[src/tt_pkg.sv]
// shared types and constants for the transposition table engine
package tt_pkg;

  localparam int TABLE_ENTRIES = 4096;
  localparam int INDEX_W       = (TABLE_ENTRIES > 1) ? $clog2(TABLE_ENTRIES) : 1;
  localparam bit TABLE_POW2    = (TABLE_ENTRIES & (TABLE_ENTRIES - 1)) == 0;

  localparam int KEY_W   = 64;
  localparam int DEPTH_W = 8;
  localparam int SCORE_W = 16;
  localparam int BOUND_W = 2;
  localparam int MOVE_W  = 32;
  localparam int AGE_W   = 8;
  localparam int MODE_W  = 2;

  localparam int IN_FIELDS_W  = KEY_W + DEPTH_W + SCORE_W + SCORE_W + BOUND_W + MOVE_W;
  localparam int IN_DATA_W    = ((IN_FIELDS_W + 7) / 8) * 8;
  localparam int OUT_FIELDS_W = SCORE_W + SCORE_W + MOVE_W + DEPTH_W + BOUND_W + AGE_W;
  localparam int OUT_DATA_W   = ((OUT_FIELDS_W + 7) / 8) * 8;
  localparam int OUT_USER_W   = 3;

  // key remainder for a table size that is not a power of two: byte residues are
  // weighted and summed below 2^FOLD_W, then reduced by a reciprocal multiply
  localparam int                FOLD_W     = 31;
  localparam int                FOLD_BYTES = KEY_W / 8;
  localparam logic [FOLD_W-1:0] FOLD_RECIP = FOLD_W'((64'd1 << FOLD_W) / 64'(TABLE_ENTRIES));

  // 2^(8*b) mod TABLE_ENTRIES, the weight of key byte b
  function automatic logic [INDEX_W-1:0] byte_weight(input int b);
    longint unsigned w;
    w = 64'd1;
    for (int i = 0; i < 8 * b; i++) begin
      w = w << 1;
      if (w >= 64'(TABLE_ENTRIES)) begin
        w = w - 64'(TABLE_ENTRIES);
      end
    end
    return INDEX_W'(w);
  endfunction

  localparam logic [BOUND_W-1:0] BOUND_EXACT = 2'd0;

  typedef enum logic [MODE_W-1:0] {
    MODE_STORE      = 2'd0,
    MODE_PROBE      = 2'd1,
    MODE_NEW_SEARCH = 2'd2,
    MODE_CLEAR      = 2'd3
  } mode_t;

  typedef enum logic [1:0] {
    OUT_REPLACE   = 2'd0,
    OUT_MOVE_ONLY = 2'd1,
    OUT_UNCHANGED = 2'd2,
    OUT_NOT_STORE = 2'd3
  } outcome_t;

  typedef struct packed {
    logic        [KEY_W-1:0]   key;
    logic signed [SCORE_W-1:0] score;
    logic signed [SCORE_W-1:0] eval;
    logic        [MOVE_W-1:0]  move;
    logic        [DEPTH_W-1:0] depth;
    logic        [BOUND_W-1:0] bound;
    logic        [AGE_W-1:0]   age;
  } entry_t;

  localparam int ENTRY_W = $bits(entry_t);

  typedef struct packed {
    mode_t                     mode;
    logic        [KEY_W-1:0]   key;
    logic        [DEPTH_W-1:0] depth;
    logic signed [SCORE_W-1:0] score;
    logic signed [SCORE_W-1:0] eval;
    logic        [BOUND_W-1:0] bound;
    logic        [MOVE_W-1:0]  move;
  } req_t;

  typedef struct packed {
    logic     we;
    entry_t   wentry;
    outcome_t outcome;
  } update_t;

endpackage

[src/tt_update.sv]
// replacement decision for a store against the entry read from the table
module tt_update (
  input  tt_pkg::entry_t                old,
  input  tt_pkg::req_t                  req,
  input  logic [tt_pkg::AGE_W-1:0]      generation,
  output tt_pkg::update_t               upd
);

  logic same;
  logic current;
  logic take;
  logic keep_deeper;

  always_comb begin
    same        = old.key == req.key;
    current     = old.age == generation;
    take        = (old.key == '0) || same || (req.depth >= old.depth) || !current;
    keep_deeper = same && current && (old.depth > req.depth) &&
                  (req.bound != tt_pkg::BOUND_EXACT);

    upd.we      = 1'b0;
    upd.wentry  = old;
    upd.outcome = tt_pkg::OUT_UNCHANGED;

    if (take) begin
      if (keep_deeper) begin
        // deeper entry of this search stays, only a given move is taken
        if (req.move != '0) begin
          upd.we          = 1'b1;
          upd.wentry.move = req.move;
          upd.outcome     = tt_pkg::OUT_MOVE_ONLY;
        end
      end else begin
        upd.we            = 1'b1;
        upd.wentry.key    = req.key;
        upd.wentry.score  = req.score;
        upd.wentry.eval   = req.eval;
        upd.wentry.move   = req.move;
        upd.wentry.depth  = req.depth;
        upd.wentry.bound  = req.bound;
        upd.wentry.age    = generation;
        upd.outcome       = tt_pkg::OUT_REPLACE;
      end
    end
  end

endmodule

[config.mk]
export PLATFORM = sky130hd
export DESIGN_NAME = tt_update
export DESIGN_NICKNAME = d
export VERILOG_FILES = /design/src/tt_pkg.sv /design/src/tt_update.sv
export SDC_FILE = /design/constraint.sdc
export NUM_CORES = 1
export LEC_CHECK = 0
export ABC_AREA = 0
export BUFFER_PORTS_ARGS = -buffer_cell sky130_fd_sc_hd__clkbuf_2
export CAP_MARGIN = 20
export CORE_AREA = 3 3 172 174
export DETAILED_ROUTE_END_ITERATION = 12
export DIE_AREA = 0 0 175 177
export SYNTH_ARGS = -nofsm -noshare
export SYNTH_HDL_FRONTEND = slang
export SYNTH_SLANG_ARGS = --single-unit
export TNS_END_PERCENT = 5
[constraint.sdc]
create_clock -name vclk -period 8.2
set_clock_uncertainty 0.2 [all_clocks]
set_input_delay 0.82 -clock vclk [all_inputs]
set_output_delay 0.82 -clock vclk [all_outputs]
set_load 0.01 [all_outputs]
* Word-level counts from Yosys, hierarchy flattened *
Index checks and enable logic that the tools add are counted.

storage, ports and cells
  flip-flop bits (word level) = 0

operators by class
  $lt $le $gt $ge = 2
  equality and inequality tests = 2
  muxes and demuxes = 9
  reduce and logical (&&, ||, !) cells = 10

operators with widths
  kind                               count
  149-bit two-way mux                1
  96-bit two-way mux                 1
  64-bit == test                     1
  64-bit zero test                   1
  32-bit two-way mux                 2
  32-bit nonzero test                1
  18-bit two-way mux                 1
  8-bit == test                      1
  8-bit greater-or-equal comparator  1
  8-bit > comparator                 1
  2-bit two-way mux                  2
  1-bit logical AND                  3
  1-bit logical OR                   3
  1-bit two-way mux                  2
  2-bit nonzero test                 1
  1-bit zero test                    1

* Depth between registers and ports, before layout *
  word-level depth = 6
  depth in mapped cells = 11

* Worst setup path after synthesis *
OpenSTA, ideal clock, no wires.

  kind = input port to output port
  start = input port req[72] (netlist bit)
  end = output port upd[108] (netlist bit)
  arrival = 2.863 ns
  required time = 7.180 ns
  setup slack = 4.317 ns
  cell stages on the path = 11
  cell sequence = inv_1 ha_1 nand4_1 o211ai_1 nor4_2 o221ai_1 mux2_1 buf_6 buf_8 buf_12 mux2_4

RTL lines
  what         RTL line        RTL
  from (decl)  tt_update.sv:4  input tt_pkg::req_t req,
  to (decl)    tt_update.sv:6  output tt_pkg::update_t upd

==> flow_metrics.env <==
export IMPL_drive_above_1_share_pct=78.2
export IMPL_grt_pass1_vias=4487
export IMPL_nFillCells=3147
export IMPL_die_x_um=175
export IMPL_ys_seq_area_share_pct=0
export IMPL_maxCapViolCount=0
export IMPL_met1_usage_pct=13.4
export IMPL_fin_util_pct=20.3
export IMPL_cp_end_kind="output pin"
export IMPL_cts_setup_buffers=0
export IMPL_timing_hold_ws_ns=1.66
export IMPL_path_class="primary input to output pin"
export IMPL_busiest_layer="met2"
export IMPL_final_cell_mix="441 x clkbuf_2, 96 x mux2_2, 66 x xor2_1"
export IMPL_clkbuf_count=0
export IMPL_relSlewSlack_pct=34.0
export IMPL_regArea_um2=0
export IMPL_synth_area_per_cell_um2=9.79
export IMPL_synthesis_area_um2=3180
export IMPL_critPathMostFrequentCell="clkbuf_2"
export IMPL_fin_crit_sh_pct=64.0
export IMPL_grtUsageMet3_pct=1.80
export IMPL_num_vias=4304
export IMPL_slowest_stage="mux2_8"
export IMPL_cp_startpoint="req[102]"
export IMPL_run_status="complete, no violations"
export IMPL_dp_worst_setup_slack_ns=2.86
export IMPL_max_stage_delay_ns=0.86
export IMPL_hold_class="primary input to output pin"
export IMPL_syn_nets=627
export IMPL_num_io_pins=443
export IMPL_setup_viol_count_final=0
export IMPL_core_area_um2=27900
export IMPL_grtUsageMet2_pct=23.7
export IMPL_gp_congestion=0.933
export IMPL_setup_slack_ns=2.95
export IMPL_final_common_cell="clkbuf_2"
export IMPL_antenna_left=0
export IMPL_firstDrtPassIters=4
export IMPL_grt_usage_pct=12.1
export IMPL_drt_iter0_drc=72
export IMPL_power_leakage_nw=3.14
export IMPL_grt_overflow_total=0
export IMPL_grt_start_max_net_pins=107
export IMPL_rows=61
export IMPL_final_nets=1047
export IMPL_die_h_um=177
export IMPL_critPathCapture="upd[104]"
export IMPL_areaGrowthSynthToFinish_pct=78.2
export IMPL_seq_cells=0
export IMPL_antenna_found_initial=4
export IMPL_dp_hpwl_um=19400
export IMPL_grt_pass1_wl_um=28000
export IMPL_ir_worst_vdd_uv=16.5
export IMPL_max_freq_mhz=191
export IMPL_port_buffers=441
export IMPL_yosysWarnings=0
export IMPL_synth_cells=325
export IMPL_wl_per_cell_um=18.6
export IMPL_period_minus_slack_ns=5.25
export IMPL_finalMaxSlewViolations=0
export IMPL_cp_max_fo=106
export IMPL_cts_repair_resize_count=0
export IMPL_p_per_area_nw_per_um2=45.3
export IMPL_hold_viol_final=0
export IMPL_ctsHoldBuffers=0
export IMPL_worst_pin_slew_ns=0.989
export IMPL_synth_cell_types=29
export IMPL_rsz0062_at_grt="no"
export IMPL_initial_utilization_pct=11.4
export IMPL_path_cells="clkbuf_2, xor2_1, nor4_1, nand4_1, nor4_4, mux2_8, mux2_2, clkbuf_2"
export IMPL_critPathLaunchType="primary input"
export IMPL_wl_um=20900
export IMPL_drc_errors=0
export IMPL_die_area_um2=31000
export IMPL_vias_per_cell=3.83
export IMPL_critPathRequiredTime_ns=7.18
export IMPL_min_path_cells=2
export IMPL_crit_arrival_ns=4.23
export IMPL_fin_tns_setup_ns=0
-- how the worst min path moves through the flow --
stage | slack (ns) | from | endpoint
floorplan | 1.54 | generation[0] | upd[2]
global placement | 1.66 | generation[6] | upd[8]
detailed placement | 1.66 | generation[0] | upd[2]
CTS | 1.66 | generation[0] | upd[2]
global route | 1.67 | generation[6] | upd[8]
finish | 1.66 | generation[0] | upd[2]
-- metrics by stage --
step                      power, W  cell area, µm²  std cells
after global routing      0.000279            5670       1124
after detailed placement  0.000261            5660       1121
after global placement    0.000259            5660       1121
after CTS                 0.000263            5660       1121
final                     0.000257            5670       1124
after floorplan           0.000101            3180        325
-- synth_stat cells (all sizes together), types with 2 or more instances --
library cell	number	share of area, %
mux2	140	54
xor2	66	18
nor4	42	8.9
buf	15	5.8
nand4	13	2.6
inv	9	1.1
clkbuf	8	0.94
ha	8	3.1
xnor2	6	1.7
o211ai	4	0.94
a21oi	3	0.47
nor2	2	0.24
-- report_power, final --
part,total [W],leakage (nW),internal (W),switching (W)
clock network,0.0000000000490,0.0000190,0.0000000000490,0
logic,0.000257,3.14,0.000128,0.000128
registers,0,0,0,0
-- layer usage --
layer / share of wire [%] / vias up
met2: 53 / 250
met4: 2.9 / 2
li1: - / 2075
met1: 37 / 1955
met3: 6.6 / 22
met5: 0.062 / -
-- final cells by class --
class	count	area, µm²	share of cell area [%]
Antenna cell	3	7.51	0.132
Inverter	9	33.8	0.596
Timing Repair Buffer	441	2210	38.9
Tap cell	378	473	8.34
Multi-Input combinational cell	293	2950	52.0
-- critical path: cells and delay by family --
family	cells	cell delay (ns)
mux	2	1.31
xor+xnor	1	0.20
buf+inv	2	0.23
simple gates	3	1.54
-- logic make-up (layout without fill, tap and decap cells) --
family	count (synthesis)	after routing	share of synthesized area, %
simple gates	63	63	12.9
fa+ha+maj	8	8	3.15
other cells	0	3	0
compound gates	10	10	2.08
buf+inv	32	450	7.83
xor+xnor	72	72	19.8
mux	140	140	54.3
Note: power is estimated with default switching activity, not from simulation.
