**src/tt_ram.sv**
```systemverilog
// generic single-port ram with registered read
module tt_ram #(
  parameter int WIDTH = 8,
  parameter int DEPTH = 16
) (
  input  logic                     clk,
  input  logic                     we,
  input  logic [$clog2(DEPTH)-1:0] addr,
  input  logic [WIDTH-1:0]         wdata,
  output logic [WIDTH-1:0]         rdata
);

  logic [WIDTH-1:0] mem [DEPTH];

  always_ff @(posedge clk) begin
    if (we) begin
      mem[addr] <= wdata;
    end
    rdata <= mem[addr];
  end

endmodule

```
**config.mk**
```make
export PLATFORM = sky130hd
export DESIGN_NAME = tt_ram
export DESIGN_NICKNAME = d
export VERILOG_FILES = /design/src/tt_ram.sv
export SDC_FILE = /design/constraint.sdc
export NUM_CORES = 1
export LEC_CHECK = 0
export ABC_AREA = 1
export BUFFER_PORTS_ARGS = -buffer_cell sky130_fd_sc_hd__buf_2
export CAP_MARGIN = 40
export CORE_UTILIZATION = 35
export CTS_CLUSTER_SIZE = 8
export DETAILED_ROUTE_END_ITERATION = 8
export GPL_TIMING_DRIVEN = 1
export HOLD_SLACK_MARGIN = 0.08
export PLACE_DENSITY_LB_ADDON = 0.15
export RECOVER_POWER = 100
export SYNTH_ARGS = -nofsm -noshare
export SYNTH_HDL_FRONTEND = slang
export SYNTH_SLANG_ARGS = --single-unit
```
**constraint.sdc**
```tcl
create_clock -name clk -period 2.74 [get_ports clk]
set_input_delay 0.137 -clock clk [delete_from_list [all_inputs] [get_ports clk]]
set_output_delay 0.137 -clock clk [all_outputs]
set_load 0.005 [all_outputs]
```
# Yosys cells after proc, flatten, opt, wreduce, memory -nomap -nowiden

Memories as Yosys holds them, arrays and structs flattened. A register that Yosys moved wholly into a read port is not among the register bits.
Index checks and enable logic that the tools add are counted.

Register bits after elaboration: 0
Memory bits (writable): 128
Output and inout bits: 8
Logic and storage cells: 3
Memories: 1

Memory list:

| memory | depth | width | read ports | clocked after memory_dff | wr ports | line | text |
|---|---|---|---|---|---|---|---|
| mem    | 16    | 8     | 1          | 1                        | 1        | 13   | `logic [WIDTH-1:0] mem [DEPTH];` |

Multiplexer cells: 2

Operators by type and width:

| kind             | count |
|---|---|
| 1-bit 2-to-1 mux | 2 |

# Logic depth before layout (Yosys ltp)

Gate-level depths: netlist (run 1).

Word-level depth: 2
Mapped depth: 11

# Worst setup path after synthesis (run 1)

OpenSTA, ideal clock, no wires.

Kind: input port to flip-flop
Start point: in addr[1]
End point: mem mem[3][0] (enable)
Data arrival time: 1.144 ns
Data required time: 2.370 ns
Slack: 1.226 ns
Stages: 4
Cell sequence: buf_2 clkbuf_1 nand3_1 nor2_1

RTL lines:

| item               | line | text |
|---|---|---|
| start: declaration | 8    | `input logic [$clog2(DEPTH)-1:0] addr,` |
| end: declaration   | 13   |  |

No word-level cell before the write port.

# Worst setup path after layout (run 1)

Start point: in addr[0]
End point: mem mem[10][2] (enable)

No word-level cell before the write port.

==> results of run 1 <==
per-layer routing:
layer	part of all wire (%)	track usage [%]	routed length, um	vias to the layer above
met2	47	26.1	5870	67
met3	3.9	4.53	494	6
met5	0	0	0	-
li1	-	-	-	1807
met4	0.68	6.16	85	0
met1	49	23.0	6100	1620
synth_stat cells (all sizes together):
master / number
nor2: 18
inv: 22
buf: 18
edfxtp: 128
dfxtp: 8
clkinv: 1
nand2: 346
nand3: 4
clkbuf: 3
cell usage in the layout, fill, tap and decap left out, drive strengths merged:
| master | instances |
|---|---|
| buf | 14 |
| bufinv | 1 |
| clkbuf | 43 |
| clkinv | 5 |
| dfxtp | 8 |
| edfxtp | 128 |
| inv | 22 |
| nand2 | 346 |
| nand3 | 4 |
| nor2 | 18 |
stage by stage:
step | area [um2] | hold WS (ns) | setup WS [ns] | utilization (%)
3_3_place_gp | 5910 | 0.514 | 0.840 | 38.5
4_1_cts | 6450 | 0.143 | 1.27 | 41.9
2_1_floorplan | 5590 | 0.236 | 1.23 | -
5_1_grt | 6420 | 0.337 | 0.584 | 41.8
3_5_place_dp | 5910 | 0.514 | 0.848 | 38.5
6_report | 6420 | 0.303 | 0.839 | 41.8
registers in the layout (all words and copies together) (netlist names):
| name | cells |
|---|---|
| rdata | 8 |
| mem | 128 |
worst min-delay path, cell delays in order:
cell and delay (ns):
buf_2 0.13, nor2_1 0.05, buf_4 0.16, nand2_1 0.07
nand2_1 0.04, inv_1 0.05, nand2_1 0.04
final cells by class:
class / instances / area, um2
fillers: 1501 / 8950
flip-flops and latches: 136 / 4000
multi-input cells: 368 / 1390
clock buffers: 27 / 483
well taps: 211 / 264
repair buffers: 30 / 145
inverters: 23 / 86.3
clock inverters: 5 / 50.0
kinds of logic after synthesis:
group / share of synthesized area (%)
flip-flops: 71.6
AND/OR/NAND/NOR: 24.8
buffers and inverters: 3.62
report_power, final:
part	internal (W)	switching, W
Combinational	0.0000693	0.000198
Clock	0.00129	0.000784
Sequential	0.00233	0.0000115
final timing paths:
path | end | slack (ns) | cells after the start
max | mem[10][2] | 0.84 | 5
min | rdata[2] | 0.30 | 7
max reg2reg | rdata[4] | 1.70 | 8
min reg2reg | rdata[2] | 0.70 | 8
==> impl_results.md, run 1 <==
- Status: complete, no violations
- Rel. slew slack: 31.1%
- Num CTS Buffers: 17
- Die Area: 16500 um2
- CP top delay family: buffers and inverters
- Gpl congestion: between 0.8 and 0.9
- Net Count, Synth: roughly 560
- Wire per inst: 15.7 um
- Critical Path Start: addr[0]
- Area Overhead vs Synth: 14.8%
- Fraction of layout cells with a size suffix above 1: 6.45%
- Seq/Total Area, Yosys: between 70 and 80%
- Root Buffer: clkbuf_16
- Core area: about 15000 um2
- Detail Route Antenna Nets: 0
- Global route overflow: 0
- Clock sinks: 136
- Remaining DRCs: 0
- Layout Skew: 0.0139 ns
- Final nets: 590
- Critical Path RT: around 2.8 ns
- Hold path start: addr[3]
- Worst path bufs/invs: 3
- Cell Area, Synth: 5590 um2
- Crit-path max FO: 20
- Slowest cell on the critical path: clkbuf_1
- Resized cells post-CTS: 0
- Overall Power: 0.00468 W
- Power density cells: about 730 nW/um2
- Most frequent CP cell: clkbuf_1
- H-Tree Depth: 4
- Placed Cells: about 770
- Hold Vio Cnt, Final: 0
- Slew Viols, Final: 0
- Vias/cell: 4.38
- # diodes: 0
- Fin cells: 800
- Hold Buf Count CTS: 0
- Maximum root-to-sink buffer count: 2
- Startpoint Class: primary input
- First-pass GRT wire length: 19800 um
- Top-area cell type share of the netlist area: 68.7%
- Initial Utilization: 36.4%
- Routed WL: 12600 um
- Setup TNS Final: 0 ns
- Chip width: 128 um
- Post-synthesis cell type count: 11
- Setup Crit Path Kind: in -> reg
- Rows: 45
- Clk pin slew, worst setup/hold paths: approximately 0.05 ns
- Largest net degree at the start of global routing: 49
- Crit end category: flip-flop
- Unrepaired setup endpoints after global routing: no
- Crit-path max cell delay: 0.52 ns
- Initial DRC count: about 240
- GRT Util Overall: 16.9%
- Slew @ Worst Pin: 1.03 ns
- Top Ports: 22
- Leading area contributor after synthesis: edfxtp_1
- Ys Warns: 0
- Maxcap violations: 0
- Number of global-route vias before repair: 3427
- Initial antenna violation count: 0
- Highest ir drop seen on vdd: 0.404 mV
- Clock Latency Late Sink: 0.42 ns
- Gate Count Post-Synth: 548
- Placed wire-length estimate: 7820 um
- DRT Pass-1 Iters: 5
- Period Utilization, post-route: a little over two thirds
- Fmax: 526 MHz
- LEAKAGE: 2.69 nW
- Critical-path cell list: clkbuf_1 > inv_1 > nand3_1 > nor2_1 > clkbuf_1
- I/O Buffers: 21
- Synth Register Bits: 136
- Setup bufs post-CTS: 0
- Vias: 3500
- Post-layout min period: 1.90 ns
- CP arrival: around 1.9 ns
- Syn Area/Cell: 10.2 um2
- Worst hold path type: in -> reg
- Top cells by area, synth: edfxtp_1, nand2_1, dfxtp_1, inv_1, nor2_1
- Reg2reg start: mem[4][4]
- CTS tree: built
- Final setup viols: 0
- DIE HEIGHT: 128 um
Note: power is estimated with default switching activity, not from simulation.
==> run 2: changes to the inputs <==
Clock period 2.74 ns to 1.8 ns, I/O delays scaled along.
==> run 2 against run 1 <==
Compared with the run above:
- sequential power up 53%
- global-route usage is 0.50 points higher
- utilization rose by 1.9 points
- sequential share of layout area shrank 2.7 points
- die area unchanged
- non-clock buffer count increased by 17
- cell area is 4.6% higher
- critical path type unchanged
- largest cell class unchanged
==> impl_results.md, run 2 (synthesis results as in run 1) <==
- Net Sw Frac: 19.9% (-1.4 points)
- Reg power frac: 44.8% (-5.2 points)
- Critical-path cell list: clkbuf_1 > nand3_1 > nor2_1 > buf_4
- Core area: 15400 um2 (unchanged)
- Maxcap violations: 0 (unchanged)
- Rel. slew slack: 32.8% (+1.8 points)
- Final setup viols: 0 (unchanged)
- Int Power: 0.00638 W (+73%)
- Clk pin slew, worst setup/hold paths: 0.06 ns (about the same)
- Comb power frac: 5.3% (-0.4 points)
- Biggest regs: mem: 128 flops, rdata: 8 flops
- Clock sinks: 136 (unchanged)
- Layout Skew: 0.00528 ns (-0.00866 ns)
- Hold Buf Count CTS: 0 (unchanged)
- H-Tree Depth: 4 (unchanged)
- Area Overhead vs Synth: 20.0%
- Chip width: 128 um (unchanged)
- CP arrival: 1.43 ns (-0.51 ns)
- Slowest cell on the critical path: clkbuf_1
- Slew Viols, Final: 0 (unchanged)
- Gpl congestion: 0.887 (+9.2%)
- Fraction of layout cells with a size suffix above 1: 9.90% (+3.4 points)
- Initial Utilization: 36.4% (unchanged)
- Crit end category: flip-flop
- GRT Util Overall: 17.4% (+0.50 points)
- Worst hold path type: in -> reg
- Critical Path RT: 1.92 ns (-0.86 ns)
- Most common cell after layout, fill and taps aside: nand2_1
- Power density cells: 1190 nW/um2 (+63%)
- Crit-path max FO: 14 (-30%)
- Setup bufs post-CTS: 0 (unchanged)
- Switching Power: 0.00158 W (+59%)
- Slew @ Worst Pin: 1.01 ns (-0.0263 ns)
- LEAKAGE: 2.84 nW (+5.7%)
- Wire per inst: 15.8 um (+0.35%)
- Final Core Density: 43.7% (+1.9 points)
- Setup TNS Final: 0 ns (unchanged)
- Unrepaired setup endpoints after global routing: no
- Resized cells post-CTS: 0 (unchanged)
- Crit-path max cell delay: 0.54 ns (+0.02 ns)
- Status: complete, no violations
- Die Area: 16500 um2 (unchanged)
- CTS tree: built
- Worst path bufs/invs: 2 (-1)
- Fill cells: 1456 (-3.0%)
- Largest net degree at the start of global routing: 40 (-18%)
- Fmax: 763 MHz
- Startpoint Class: primary input
- Overall Power: 0.00797 W (+70%)
- Period Utilization, post-route: ~73%
- Highest ir drop seen on vdd: 0.625 mV (+55%)
- Sequential cell area: 4000 um2 (unchanged)
- Detail Route Antenna Nets: 0 (unchanged)
- Setup Crit Path Kind: in -> reg
- Vias/cell: 4.43 (+1.3%)
- Post-layout min period: 1.31 ns
- Flop2flop setup slack: 0.79 ns (-0.91 ns)
- Top Ports: 22 (unchanged)
- Largest register FFs: 128 (unchanged)
- Global route overflow: 0 (unchanged)
- Rows: 45 (unchanged)
- Num CTS Buffers: 17 (unchanged)
- First-pass GRT wire length: 20200 um (+2.1%)
- I/O Buffers: 21 (unchanged)
- Most frequent cells in the layout: nand2_1, edfxtp_1, buf_4
- Hold Vio Cnt, Final: 0 (unchanged)
- Maximum root-to-sink buffer count: 2 (unchanged)
- Initial DRC count: 268 (+11%)
- Number of global-route vias before repair: 3629 (+5.9%)
- CP top delay family: buffers and inverters
- DRT Pass-1 Iters: 4 (-1)
- Final nets: 607 (+2.9%)
- Routed WL: 12900 um (+2.6%)
- Area of the multi-input gates: 1390 um2 (unchanged)
- DIE HEIGHT: 128 um (unchanged)
- Placed wire-length estimate: 8390 um (+7.2%)
- Remaining DRCs: 0 (unchanged)
- Largest reg by FF count: mem
- Vias: 3627 (+3.6%)
- Root Buffer: clkbuf_16
- Clock Latency Late Sink: 0.42 ns (about the same)
- Initial antenna violation count: 1 (+1)
- Hold slack: 0.227 ns (-0.0754 ns)
- Clk network pwr share: 49.9% (+5.6 points)
==> run 2: stage by stage <==
step,setup WS [ns],cell area [um2],std cells
after CTS,0.767,6730,817
final,0.489,6710,818
after global routing,0.347,6710,818
after floorplan,0.333,5590,548
after detailed placement,0.401,6050,785
after global placement,0.424,6050,785
==> run 2: final timing paths <==
path	from	endpoint	cells past startpoint
max	addr[0]	mem[11][1]	4
min	addr[2]	rdata[3]	7
max reg2reg	mem[5][5]	rdata[5]	8
min reg2reg	mem[0][4]	rdata[4]	8
==> run 2: worst min-delay path: cells and delay by family <==
family | cells | cell delay [ns]
and+or+nand+nor | 4 | 0.20
buffers and inverters | 3 | 0.31
==> run 2: metal layers <==
| layer | track usage [%] | part of all wire (%) |
|---|---|---|
| met1 | 21.9 | 47 |
| met2 | 28.7 | 49 |
| met3 | 3.99 | 3.2 |
| met4 | 7.82 | 1.6 |
| met5 | 0 | 0 |
==> run 2: power groups by stage <==
stage               Sequential (W)  Combinational [W]  Clock (W)
global placement           0.00363           0.000442          0
detailed placement         0.00363           0.000441          0
finish                     0.00357           0.000424    0.00398
floorplan                  0.00363           0.000244          0
CTS                        0.00357           0.000442    0.00402
global route               0.00358           0.000484    0.00414
==> run 2: layout make-up <==
class                      count  area share [%]
tap                          211            3.93
sequential                   136            59.6
multi-input combinational    368            20.7
inverter                      23            1.29
timing repair buffer          47            4.31
clock buffer                  18            6.39
clock inverter                14            3.75
antenna                        1          0.0373
==> run 3: changes to the inputs <==
Clock period 1.8 ns to 1.2 ns, I/O delays scaled along.
==> run 3 against run 2 <==
Compared with the run above:
- cell area is 0.52% lower
- register-to-register slack got worse by 0.62 ns
- clock skew rose by 0.00095 ns
- largest cell class unchanged
- critical endpoint is now mem[10][0]
- largest power group is now registers
- sequential power increased by 50%
- critical path depth up 1
- sequential cell count did not move
- highest routed layer unchanged
==> impl_results.md, run 3 (synthesis results as in run 1) <==
- Status: complete, no violations
- Critical Path Start: addr[0]
- Post-layout min period: 1.09 ns
- Initial DRC count: 190 (-29%)
- Hold Buf Count CTS: 1 (+1)
- First-pass GRT wire length: 20200 um (+0.14%)
- Maxcap violations: 0 (unchanged)
- Hold Vio Cnt, Final: 0 (unchanged)
- GRT Util Overall: 17.3% (-0.096 points)
- Crit end category: flip-flop
- Placed Cells: 786 (+0.13%)
- Initial antenna violation count: 0 (-1)
- Rel. slew slack: 32.8% (about the same)
- Most common cell after layout, fill and taps aside: nand2_1
- H-Tree Depth: 4 (unchanged)
- Area Overhead vs Synth: 19.4%
- Routed WL: 12900 um (+0.35%)
- Crit-path max FO: 8 (-6)
- Power density cells: 1580 nW/um2 (+33%)
- Wire per inst: 15.8 um (+0.23%)
- CTS tree: built
- CP arrival: 1.21 ns (-0.22 ns)
- Reg2reg start: mem[5][1]
- Num CTS Buffers: 17 (unchanged)
- Fin cells: 819 (+0.12%)
- Crit-path max cell delay: 0.30 ns (-0.24 ns)
- Core area: 15400 um2 (unchanged)
- Gpl congestion: 0.823 (-7.2%)
- Initial Utilization: 36.4% (unchanged)
- Layout Skew: 0.00623 ns (+0.000951 ns)
- Biggest regs: mem: 128 flops, rdata: 8 flops
- DIE HEIGHT: 128 um (unchanged)
- Vias: 3723 (+2.6%)
- Highest ir drop seen on vdd: 0.996 mV (+59%)
- Largest reg by FF count: mem
- Slew Viols, Final: 0 (unchanged)
- Placed wire-length estimate: 8400 um (about the same)
- Global route overflow: 0 (unchanged)
- Worst Reg2Reg Path Length in Cells: 8 (unchanged)
- Detail Route Antenna Nets: 0 (unchanged)
- Die Area: 16500 um2 (unchanged)
- Clock sinks: 136 (unchanged)
- I/O Buffers: 21 (unchanged)
- Rows: 45 (unchanged)
- Remaining DRCs: 0 (unchanged)
- Worst hold path type: in -> reg
- Slowest cell on the critical path: nand3_2
- Largest register FFs: 128 (unchanged)
- Setup bufs post-CTS: 0 (unchanged)
- Unrepaired setup endpoints after global routing: no
- Slew @ Worst Pin: 1.01 ns (+0.000388 ns)
- Fmax: between 900 and 1000 MHz
- Critical Path RT: 1.33 ns (-0.59 ns)
- # diodes: 0 (-1)
- Top Ports: 22 (unchanged)
- Clk pin slew, worst setup/hold paths: 0.05 ns (about the same)
- Chip width: 128 um (unchanged)
- Clock Latency Late Sink: 0.41 ns (about the same)
- Setup slack after placement: -0.131 ns (-0.531 ns)
- Final nets: 609 (+0.33%)
- Final worst slack: 0.114 ns (-0.375 ns)
- Period Utilization, post-route: between 90% and 100%
- Root Buffer: clkbuf_16
- Fraction of layout cells with a size suffix above 1: 12.5% (+2.6 points)
- Startpoint Class: primary input
- Largest net degree at the start of global routing: 33 (-18%)
- Resized cells post-CTS: 0 (unchanged)
- Maximum root-to-sink buffer count: 2 (unchanged)
- Setup Crit Path Kind: in -> reg
- Critical Path Sink: mem[10][0]
- Final setup viols: 0 (unchanged)
- Vias/cell: 4.55 (+2.5%)
- DRT Pass-1 Iters: 4 (unchanged)
- Flop2flop setup slack: 0.17 ns (-0.62 ns)
- Most frequent cells in the layout: nand2_1, edfxtp_1, inv_1
- Reg2reg end: rdata[1]
- Final Core Density: 43.4% (-0.23 points)
- Critical-path cell list: clkbuf_1 > inv_1 > nand3_2 > nor2_1 > buf_12
- Number of global-route vias before repair: 3610 (-0.52%)
- LEAKAGE: 2.80 nW (-1.5%)
-- run 3: cell count changes in the layout (fill, tap and decap cells not counted), sizes merged --
cell	before	now
buf	30	33
bufinv	7	0
clkbuf	35	42
clkinv	5	6
clkinvlp	2	0
diode	1	0
dlygate4sd3	0	1
inv	23	22
-- run 3: where the power goes --
group	internal [W]	leakage [nW]	switching [W]	total [W]
clock network	0.00273	0.253	0.00178	0.00451
registers	0.00532	1.22	0.0000256	0.00534
logic	0.000218	1.32	0.000485	0.000703
-- run 3: stage by stage --
step	cell area, um2	hold WS (ns)	total power [W]	TNS [ns]
floorplan	5740	0.159	0.00584	-2.23
global placement	6270	0.436	0.00617	-5.75
detailed placement	6270	0.438	0.00618	-7.39
CTS	6790	0.0889	0.0107	0
global route	6680	0.229	0.0110	0
finish	6680	0.217	0.0106	0
-- run 3: critical path, delay by kind of cell --
family	cells	cell delay, ns
buf+inv	3	0.57
simple gates	2	0.57
-- run 3: layout make-up --
| class | instances | area [um2] |
|---|---|---|
| clock buffers | 27 | 483 |
| clock inverters | 5 | 25.0 |
| fillers | 1457 | 8690 |
| inverters | 23 | 86.3 |
| multi-input cells | 368 | 1460 |
| flip-flops and latches | 136 | 4000 |
| well taps | 211 | 264 |
| repair buffers | 49 | 357 |
-- run 3: layer usage --
layer  track usage (%)  wire length [um]  vias up
met5                 0                 0        -
met4              6.44               150        0
met3              4.12               429       13
met2              27.9              6160       65
met1              22.8              6190     1799
li1                  -                 -     1846
-- run 3: worst min path at each step --
stage               cells past startpoint   endpoint  startpoint  slack (ns)
floorplan                               0  mem[0][0]    wdata[0]        0.16
global placement                        1   rdata[6]    rdata[6]        0.44
detailed placement                      1   rdata[0]    rdata[0]        0.44
CTS                                     1  mem[6][5]    wdata[5]        0.09
global route                            3  mem[4][3]          we        0.23
finish                                  3  mem[4][6]          we        0.22
